[src/ole_pkg.sv]
`default_nettype none

package ole_pkg;

  localparam int unsigned CAPACITY = 16;
  localparam int unsigned AW = (CAPACITY > 1) ? $clog2(CAPACITY) : 1;
  localparam int unsigned CW = $clog2(CAPACITY + 1);
  localparam int unsigned PW = 5;  // position and count fields on the ports
  localparam int unsigned DW = 32;

  typedef enum logic [2:0] {
    CMD_SORTED       = 3'd0,
    CMD_PUSH_BACK    = 3'd1,
    CMD_PUSH_FRONT   = 3'd2,
    CMD_INSERT_AFTER = 3'd3,
    CMD_POP_BACK     = 3'd4,
    CMD_POP_FRONT    = 3'd5,
    CMD_REMOVE       = 3'd6,
    CMD_READ         = 3'd7
  } cmd_e;

  typedef enum logic [2:0] {
    ST_OK    = 3'd0,
    ST_FULL  = 3'd1,
    ST_EMPTY = 3'd2,
    ST_NOPOS = 3'd3,
    ST_MODE  = 3'd4
  } status_e;

  typedef enum logic [2:0] {
    S_IDLE,
    S_SHIFT_UP,
    S_PUT,
    S_TAKE,
    S_SHIFT_DN
  } state_e;

  typedef struct packed {
    logic signed [DW-1:0] value;
    logic [DW-1:0]        element;
  } entry_t;

  typedef struct packed {
    logic          we;
    logic [AW-1:0] waddr;
    entry_t        wdata;
    logic [AW-1:0] raddr;
  } mem_req_t;

endpackage

`default_nettype wire

[src/ole_store.sv]
`default_nettype none

module ole_store (
  input  logic              clk_i,
  input  ole_pkg::mem_req_t req_i,
  output ole_pkg::entry_t   rdata_o
);
  import ole_pkg::*;

  entry_t mem_q [CAPACITY];
  entry_t rdata_q;

  always_ff @(posedge clk_i) begin
    if (req_i.we) begin
      mem_q[req_i.waddr] <= req_i.wdata;
    end
    rdata_q <= mem_q[req_i.raddr];
  end

  assign rdata_o = rdata_q;

endmodule

`default_nettype wire

[src/ole_seq.sv]
`default_nettype none

module ole_seq (
  input  logic                     clk_i,
  input  logic                     rst_ni,
  input  logic                     start,
  output logic                     busy,
  input  logic                     mode_i,
  input  logic [2:0]               command_i,
  input  logic signed [31:0]       value_i,
  input  logic [31:0]              element_i,
  input  logic [4:0]               position_i,
  output ole_pkg::mem_req_t        mem_req_o,
  input  ole_pkg::entry_t          mem_rdata_i,
  output logic                     done_o,
  output logic [2:0]               status_o,
  output logic signed [31:0]       out_value_o,
  output logic [31:0]              out_element_o,
  output logic [4:0]               out_position_o,
  output logic [4:0]               entry_count_o
);
  import ole_pkg::*;

  state_e        state_q, state_d;
  cmd_e          cmd_q, cmd_d;
  entry_t        new_q, new_d;
  logic [CW-1:0] lim_q, lim_d;
  logic [CW-1:0] idx_q, idx_d;
  logic [CW-1:0] count_q, count_d;
  logic          done_q, done_d;
  status_e       status_q, status_d;
  entry_t        res_q, res_d;
  logic [PW-1:0] res_pos_q, res_pos_d;
  logic [PW-1:0] res_count_q, res_count_d;

  cmd_e          cmd_in;
  logic          accept;
  logic          is_ins;
  logic          pos_over;
  status_e       acc_status;
  logic [CW-1:0] ins_lim;
  logic [CW-1:0] take_k;
  logic [CW-1:0] idx_dec;
  logic [CW-1:0] idx_inc;
  logic          ins_stop;
  logic          last_take;
  logic          last_dn;
  logic [PW-1:0] idx_pos;

  // Command decode and status check, all against the current count.
  always_comb begin
    cmd_in   = cmd_e'(command_i);
    accept   = start && (state_q == S_IDLE);
    is_ins   = (cmd_in == CMD_SORTED) || (cmd_in == CMD_PUSH_BACK) ||
               (cmd_in == CMD_PUSH_FRONT) || (cmd_in == CMD_INSERT_AFTER);
    pos_over = 32'(position_i) > 32'(count_q);
    ins_lim  = '0;
    take_k   = '0;
    case (cmd_in)
      CMD_PUSH_BACK:    ins_lim = count_q;
      CMD_INSERT_AFTER: ins_lim = CW'(position_i);
      default:          ins_lim = '0;
    endcase
    case (cmd_in)
      CMD_POP_BACK:  take_k = count_q - CW'(1);
      CMD_POP_FRONT: take_k = '0;
      default:       take_k = CW'(position_i) - CW'(1);
    endcase
    acc_status = ST_OK;
    if (is_ins) begin
      if (mode_i != (cmd_in == CMD_SORTED)) begin
        acc_status = ST_MODE;
      end else if (count_q == CW'(CAPACITY)) begin
        acc_status = ST_FULL;
      end else if ((cmd_in == CMD_INSERT_AFTER) && pos_over) begin
        acc_status = ST_NOPOS;
      end
    end else if (count_q == '0) begin
      acc_status = ST_EMPTY;
    end else if (((cmd_in == CMD_REMOVE) || (cmd_in == CMD_READ)) &&
                 ((position_i == '0) || pos_over)) begin
      acc_status = ST_NOPOS;
    end
  end

  always_comb begin
    idx_dec   = idx_q - CW'(1);
    idx_inc   = idx_q + CW'(1);
    ins_stop  = (cmd_q == CMD_SORTED) &&
                ($signed(new_q.value) <= $signed(mem_rdata_i.value));
    last_take = (idx_inc == count_q);
    last_dn   = ((idx_q + CW'(2)) == count_q);
    idx_pos   = PW'({1'b0, idx_q} + (CW + 1)'(1));
  end

  // Next state
  always_comb begin
    state_d = state_q;
    case (state_q)
      S_IDLE: begin
        if (accept && (acc_status == ST_OK)) begin
          if (!is_ins) begin
            state_d = S_TAKE;
          end else if (count_q == ins_lim) begin
            state_d = S_PUT;
          end else begin
            state_d = S_SHIFT_UP;
          end
        end
      end
      S_SHIFT_UP: begin
        if (ins_stop) begin
          state_d = S_IDLE;
        end else if (idx_dec == lim_q) begin
          state_d = S_PUT;
        end
      end
      S_PUT: state_d = S_IDLE;
      S_TAKE: begin
        if ((cmd_q == CMD_READ) || last_take) begin
          state_d = S_IDLE;
        end else begin
          state_d = S_SHIFT_DN;
        end
      end
      S_SHIFT_DN: begin
        if (last_dn) begin
          state_d = S_IDLE;
        end
      end
      default: state_d = S_IDLE;
    endcase
  end

  // Datapath, store requests and result
  always_comb begin
    cmd_d       = cmd_q;
    new_d       = new_q;
    lim_d       = lim_q;
    idx_d       = idx_q;
    count_d     = count_q;
    done_d      = 1'b0;
    status_d    = status_q;
    res_d       = res_q;
    res_pos_d   = res_pos_q;
    res_count_d = res_count_q;
    mem_req_o   = '0;
    case (state_q)
      S_IDLE: begin
        if (accept) begin
          cmd_d     = cmd_in;
          new_d     = '{value: value_i, element: element_i};
          status_d  = acc_status;
          res_d     = '0;
          res_pos_d = '0;
          if (acc_status != ST_OK) begin
            done_d      = 1'b1;
            res_count_d = PW'(count_q);
          end else if (is_ins) begin
            lim_d           = ins_lim;
            idx_d           = count_q;
            mem_req_o.raddr = AW'(count_q - CW'(1));
          end else begin
            idx_d           = take_k;
            mem_req_o.raddr = AW'(take_k);
          end
        end
      end
      S_SHIFT_UP: begin
        // Move the entry below up by one, or drop the new one in here.
        mem_req_o.we    = 1'b1;
        mem_req_o.waddr = AW'(idx_q);
        if (ins_stop) begin
          mem_req_o.wdata = new_q;
          count_d         = count_q + CW'(1);
          done_d          = 1'b1;
          res_pos_d       = idx_pos;
          res_count_d     = PW'(count_q + CW'(1));
        end else begin
          mem_req_o.wdata = mem_rdata_i;
          idx_d           = idx_dec;
          mem_req_o.raddr = AW'(idx_q - CW'(2));
        end
      end
      S_PUT: begin
        mem_req_o.we    = 1'b1;
        mem_req_o.waddr = AW'(idx_q);
        mem_req_o.wdata = new_q;
        count_d         = count_q + CW'(1);
        done_d          = 1'b1;
        res_pos_d       = idx_pos;
        res_count_d     = PW'(count_q + CW'(1));
      end
      S_TAKE: begin
        res_d     = mem_rdata_i;
        res_pos_d = idx_pos;
        if (cmd_q == CMD_READ) begin
          done_d      = 1'b1;
          res_count_d = PW'(count_q);
        end else if (last_take) begin
          count_d     = count_q - CW'(1);
          done_d      = 1'b1;
          res_count_d = PW'(count_q - CW'(1));
        end else begin
          mem_req_o.raddr = AW'(idx_inc);
        end
      end
      S_SHIFT_DN: begin
        // Close the gap: move the entry above down by one.
        mem_req_o.we    = 1'b1;
        mem_req_o.waddr = AW'(idx_q);
        mem_req_o.wdata = mem_rdata_i;
        idx_d           = idx_inc;
        if (last_dn) begin
          count_d     = count_q - CW'(1);
          done_d      = 1'b1;
          res_count_d = PW'(count_q - CW'(1));
        end else begin
          mem_req_o.raddr = AW'(idx_q + CW'(2));
        end
      end
      default: begin
      end
    endcase
  end

  always_ff @(posedge clk_i or negedge rst_ni) begin
    if (!rst_ni) begin
      state_q <= S_IDLE;
      count_q <= '0;
      done_q  <= 1'b0;
    end else begin
      state_q <= state_d;
      count_q <= count_d;
      done_q  <= done_d;
    end
  end

  always_ff @(posedge clk_i) begin
    cmd_q       <= cmd_d;
    new_q       <= new_d;
    lim_q       <= lim_d;
    idx_q       <= idx_d;
    status_q    <= status_d;
    res_q       <= res_d;
    res_pos_q   <= res_pos_d;
    res_count_q <= res_count_d;
  end

  assign busy           = (state_q != S_IDLE);
  assign done_o         = done_q;
  assign status_o       = status_q;
  assign out_value_o    = res_q.value;
  assign out_element_o  = res_q.element;
  assign out_position_o = res_pos_q;
  assign entry_count_o  = res_count_q;

endmodule

`default_nettype wire

[src/ordered_list_engine.sv]
`default_nettype none

// Ordered list of up to 16 entries (signed value and tag), one command per
// request. A request is taken when start is high and busy is low. Its single
// result appears for exactly one cycle with done_o high, in the first cycle
// with busy low again. It must be captured then, since the receiver cannot
// stall it. Rejected commands answer in the cycle after the request, and busy
// never rises for them. A command that moves entries keeps busy high while
// they shift, and up to fifteen entries shift. The entry store has one read
// port and one write port, so the shift walks one slot per cycle.
// descending_mode is written through the cfg_valid_i/cfg_ready_o channel;
// the user must write it only while the block is idle, since the block
// itself does not enforce this.
module ordered_list_engine (
  input  logic               clk_i,
  input  logic               rst_ni,
  input  logic               cfg_valid_i,
  output logic               cfg_ready_o,
  input  logic               cfg_data_i,
  input  logic               start,
  output logic               busy,
  input  logic [2:0]         command_i,
  input  logic signed [31:0] value_i,
  input  logic [31:0]        element_i,
  input  logic [4:0]         position_i,
  output logic               done_o,
  output logic [2:0]         status_o,
  output logic signed [31:0] out_value_o,
  output logic [31:0]        out_element_o,
  output logic [4:0]         out_position_o,
  output logic [4:0]         entry_count_o
);
  import ole_pkg::*;

  logic     mode_q;
  mem_req_t mem_req;
  entry_t   mem_rdata;

  assign cfg_ready_o = 1'b1;

  always_ff @(posedge clk_i or negedge rst_ni) begin
    if (!rst_ni) begin
      mode_q <= 1'b0;
    end else if (cfg_valid_i && cfg_ready_o) begin
      mode_q <= cfg_data_i;
    end
  end

  ole_seq u_seq (
    .clk_i          (clk_i),
    .rst_ni         (rst_ni),
    .start          (start),
    .busy           (busy),
    .mode_i         (mode_q),
    .command_i      (command_i),
    .value_i        (value_i),
    .element_i      (element_i),
    .position_i     (position_i),
    .mem_req_o      (mem_req),
    .mem_rdata_i    (mem_rdata),
    .done_o         (done_o),
    .status_o       (status_o),
    .out_value_o    (out_value_o),
    .out_element_o  (out_element_o),
    .out_position_o (out_position_o),
    .entry_count_o  (entry_count_o)
  );

  ole_store u_store (
    .clk_i   (clk_i),
    .req_i   (mem_req),
    .rdata_o (mem_rdata)
  );

endmodule

`default_nettype wire

[config.mk]
export PLATFORM = sky130hd
export DESIGN_NAME = ordered_list_engine
export DESIGN_NICKNAME = d
export VERILOG_FILES = /design/src/ole_pkg.sv /design/src/ole_store.sv /design/src/ole_seq.sv /design/src/ordered_list_engine.sv
export SDC_FILE = /design/constraint.sdc
export NUM_CORES = 2
export LEC_CHECK = 0
export CAP_MARGIN = 20
export CORE_MARGIN = 5
export CORE_UTILIZATION = 60
export CTS_CLUSTER_SIZE = 10
export DETAILED_ROUTE_END_ITERATION = 8
export DONT_BUFFER_PORTS = 1
export PLACE_DENSITY = 0.83
export SYNTH_ARGS = -nofsm -noshare
export SYNTH_HDL_FRONTEND = slang
export SYNTH_SLANG_ARGS = --single-unit
[constraint.sdc]
create_clock -name clk_i -period 6.8 [get_ports clk_i]
set_input_delay 2.04 -clock clk_i [delete_from_list [all_inputs] [get_ports clk_i]]
set_output_delay 2.04 -clock clk_i [all_outputs]
set_load 0.05 [all_outputs]
==> out/qor.csv <==
stage,metric,value,unit
clock_network,root buffer cell,clkbuf_16,
setup_path,crit-path max FO,58,
sta,total negative setup slack,0,ns
sta,final hold vios,0,
yosys,Area contributors post-synth,"edfxtp_1, mux2i_1, a221o_1",
floorplanning,Die Y,305,um
worst_hold_path,Worst Hold Launch,u_store.rdata_o[3],
placement,dpl cell area,53500,um2
yosys,"flops & latches, synth",1252,
drt,WL/cell,29.3,um
yosys,post-synthesis cell type count,79,
yosys,Synth Area in Simple Gates,7.52,%
clock_network,Clock Path Buffers,3,
setup_path,worst reg2reg startpoint,u_seq.new_q[63],
clock_network,Setup Buffers After CTS,0,
clock_network,total CTS buffers,145,
placement,Final HPWL DP,74200,um
sta,worst-margin pin slew,1.14,ns
yosys,Syn Area/Cell,14.3,um2
grt,first-pass GRT wire length,210000,um
cells_and_area,Finished Cell Area,57900,um2
yosys,Post-synth EDFFs,1178,
job,max_cap viols,0,
sta,Max Freq,0.167,GHz
yosys,fraction of registers with async set/reset,0.799,%
worst_hold_path,worst min-delay path category,reg -> reg,
sta,Final Setup Violations,0,
sta,Final Critical Period,5.97,ns
cells_and_area,share of post-route cells with drive strength above 1,8.70,%
drt,DRT antenna net count,0,
floorplanning,Ports,157,
floorplanning,Placeable Area,86600,um2
yosys,Post-synth top cells,"edfxtp_1, nand2_1, mux2i_1",
floorplanning,Die W,305,um
drt,first-pass detailed-route iteration total,8,
placement,pre-CTS WS,0.428,ns
clock_network,H-tree levels,4,
sta,PnR worst setup slack,0.829,ns
clock_network,post-cts repair resize count,0,
yosys,complex-gate fraction of the synthesized area,13.6,%
grt,initial antenna violation count,1,
yosys,main combinational cell family by area after synthesis,compound AO/OA/AOI/OAI gates,
yosys,Syn Std Cell Area,52200,um2
drt,# DRC,0,
sta,RSZ-0062 raised after global routing,false,
setup_path,Worst Path Required,7.44,ns
clock_network,"Hold-fix buffers, CTS",0,
placement,routability congestion estimate,0.887,
yosys,sequential area share after synthesis,70.7,%
sta,pins over their slew limit,0,
cells_and_area,Fillers,5466,
grt,Overall Global Routing Usage,29.8,%
clock_network,Clock transition at path regs,0.06,ns
yosys,most common cell in the netlist,edfxtp_1,
setup_path,Critical Path Source Type,flop,
sta,Final Cycle Share,87.8,%
sta,Clock Skews,0.0317,ns
drt,Via density,7.18,
floorplanning,Die ar.,93000,um2
clock_network,CTS tree,yes,
cells_and_area,Post-Route Utilization,66.8,%
grt,vias in the first global route,33700,
grt,grt total ovfl,0,
setup_path,worst setup path start,u_seq.new_q[63],
yosys,cell taking the most area after synthesis,edfxtp_1,
yosys,Post-Syn Instances,3647,
yosys,Synthesized Nets,3771,
setup_path,WS Path Type,reg -> reg,
placement,Port Buffers,0,
yosys,XOR/XNOR share of the synthesized area,0.568,%
cells_and_area,nets@finish,3731,
drt,vias,35000,
cells_and_area,Sequential Area,36900,um2
floorplanning,Rows,108,
cells_and_area,P&R area growth vs syn,10.9,%
yosys,share of the synthesized area in the top cell type,67.8,%
floorplanning,Initial Util,60.3,%
drt,drt initial violations,5813,
setup_path,endpoint type of the worst setup path,flop,
setup_path,Critical Path AT,6.61,ns
sta,Max-slew headroom,23.9,%
yosys,Main synth FF type,edfxtp_1,
run_status,status,finished clean,
clock_network,CTS sink cnt,1252,
drt,final WL,143000,um
yosys,Ys Warns,0,
yosys,post-synthesis mux area share,3.61,%
clock_network,clock latency on the worst-skew pair,0.76,ns
cells_and_area,multi-input logic area,14000,um2
yosys,Synth Area in Adders,1.13,%
grt,pin count of the biggest net entering global routing,87,
[flip-flops by register name, summed over array words and instances (netlist names)]
signal,flops
mode_q,1
u_seq.cmd_q,3
u_seq.count_q,5
u_seq.done_o,1
u_seq.entry_count_o,5
u_seq.idx_q,5
u_seq.lim_q,5
u_seq.new_q,64
u_seq.out_element_o,32
u_seq.out_position_o,5
u_seq.out_value_o,32
u_seq.state_q,3
u_seq.status_o,3
u_store.mem_q,1024
u_store.rdata_o,64
[through the flow]
stage | hold WS [ns] | std cells
after floorplan | 0.507 | 3647
after global placement | 0.542 | 4613
after detailed placement | 0.542 | 4613
after CTS | 0.550 | 4866
after global routing | 0.575 | 4868
final | 0.557 | 4869
[critical path, stage by stage (launching register included)]
cell and delay, ns:
edfxtp_1 0.53, ha_1 0.48, nand4_1 0.21, nor4_1 0.68, a22oi_1 0.26, nand2_1 0.15, mux2i_1 0.71, o21ai_0 0.34
nand2_2 0.15, buf_4 0.70, nand2b_4 0.56, buf_12 0.37, a221oi_1 0.28, o221ai_1 0.18, and3_1 0.19
[cell type report]
type	count	area share [%]
antenna	1	0.00432
clock inverter	13	0.270
clock buffer	240	7.23
inverter	53	0.348
multi-input combinational	2066	24.2
tap	1155	2.50
timing repair buffer	89	1.69
sequential	1252	63.8
[layout by cell type (no fill, tap or decap), drive strengths merged, types with 13 or more instances in the layout]
cell	n
a21oi	176
dfxtp	64
o21ai	42
o211ai	19
nand3	126
buf	89
edfxtp	1178
a22o	116
clkbuf	240
a22oi	20
inv	55
a221o	151
o21a	15
and2	41
o22ai	84
o21bai	13
ha	47
and3	15
nor4	24
mux2i	186
nor3	76
nor2	176
xnor2	25
a221oi	172
nand2	388
a211oi	45
[path summary, 6_finish.rpt]
path	slack, ns	cells after the start	endpoint
max	0.83	14	u_store.rdata_o[8]
min	0.56	1	u_seq.out_element_o[3]
max reg2reg	0.83	14	u_store.rdata_o[8]
min reg2reg	0.56	1	u_seq.out_element_o[3]
max in group asynchronous	5.74	0	u_seq.state_q[2]
min in group asynchronous	0.99	0	u_seq.state_q[1]
[cells by family (layout without fill, tap and decap cells)]
family | count (synthesis) | after routing
multiplexers | 188 | 188
other | 1 | 2
AO/OA/AOI/OAI | 911 | 911
XOR/XNOR | 33 | 33
AND/OR/NAND/NOR | 886 | 886
adder cells (fa/ha/maj) | 47 | 47
buffers and inverters | 329 | 395
flip-flops | 1252 | 1252
[metal layers]
metal	routed length [um]	vias to the layer above	track usage, %
met5	0	-	0
met1	49900	17100	40.7
met3	19800	524	7.06
met4	7170	0	14.2
met2	65700	2957	45.8
li1	-	14400	-
Power is not shown: default switching activity piles up to over one toggle a cycle in this logic, so the estimate is an artifact.
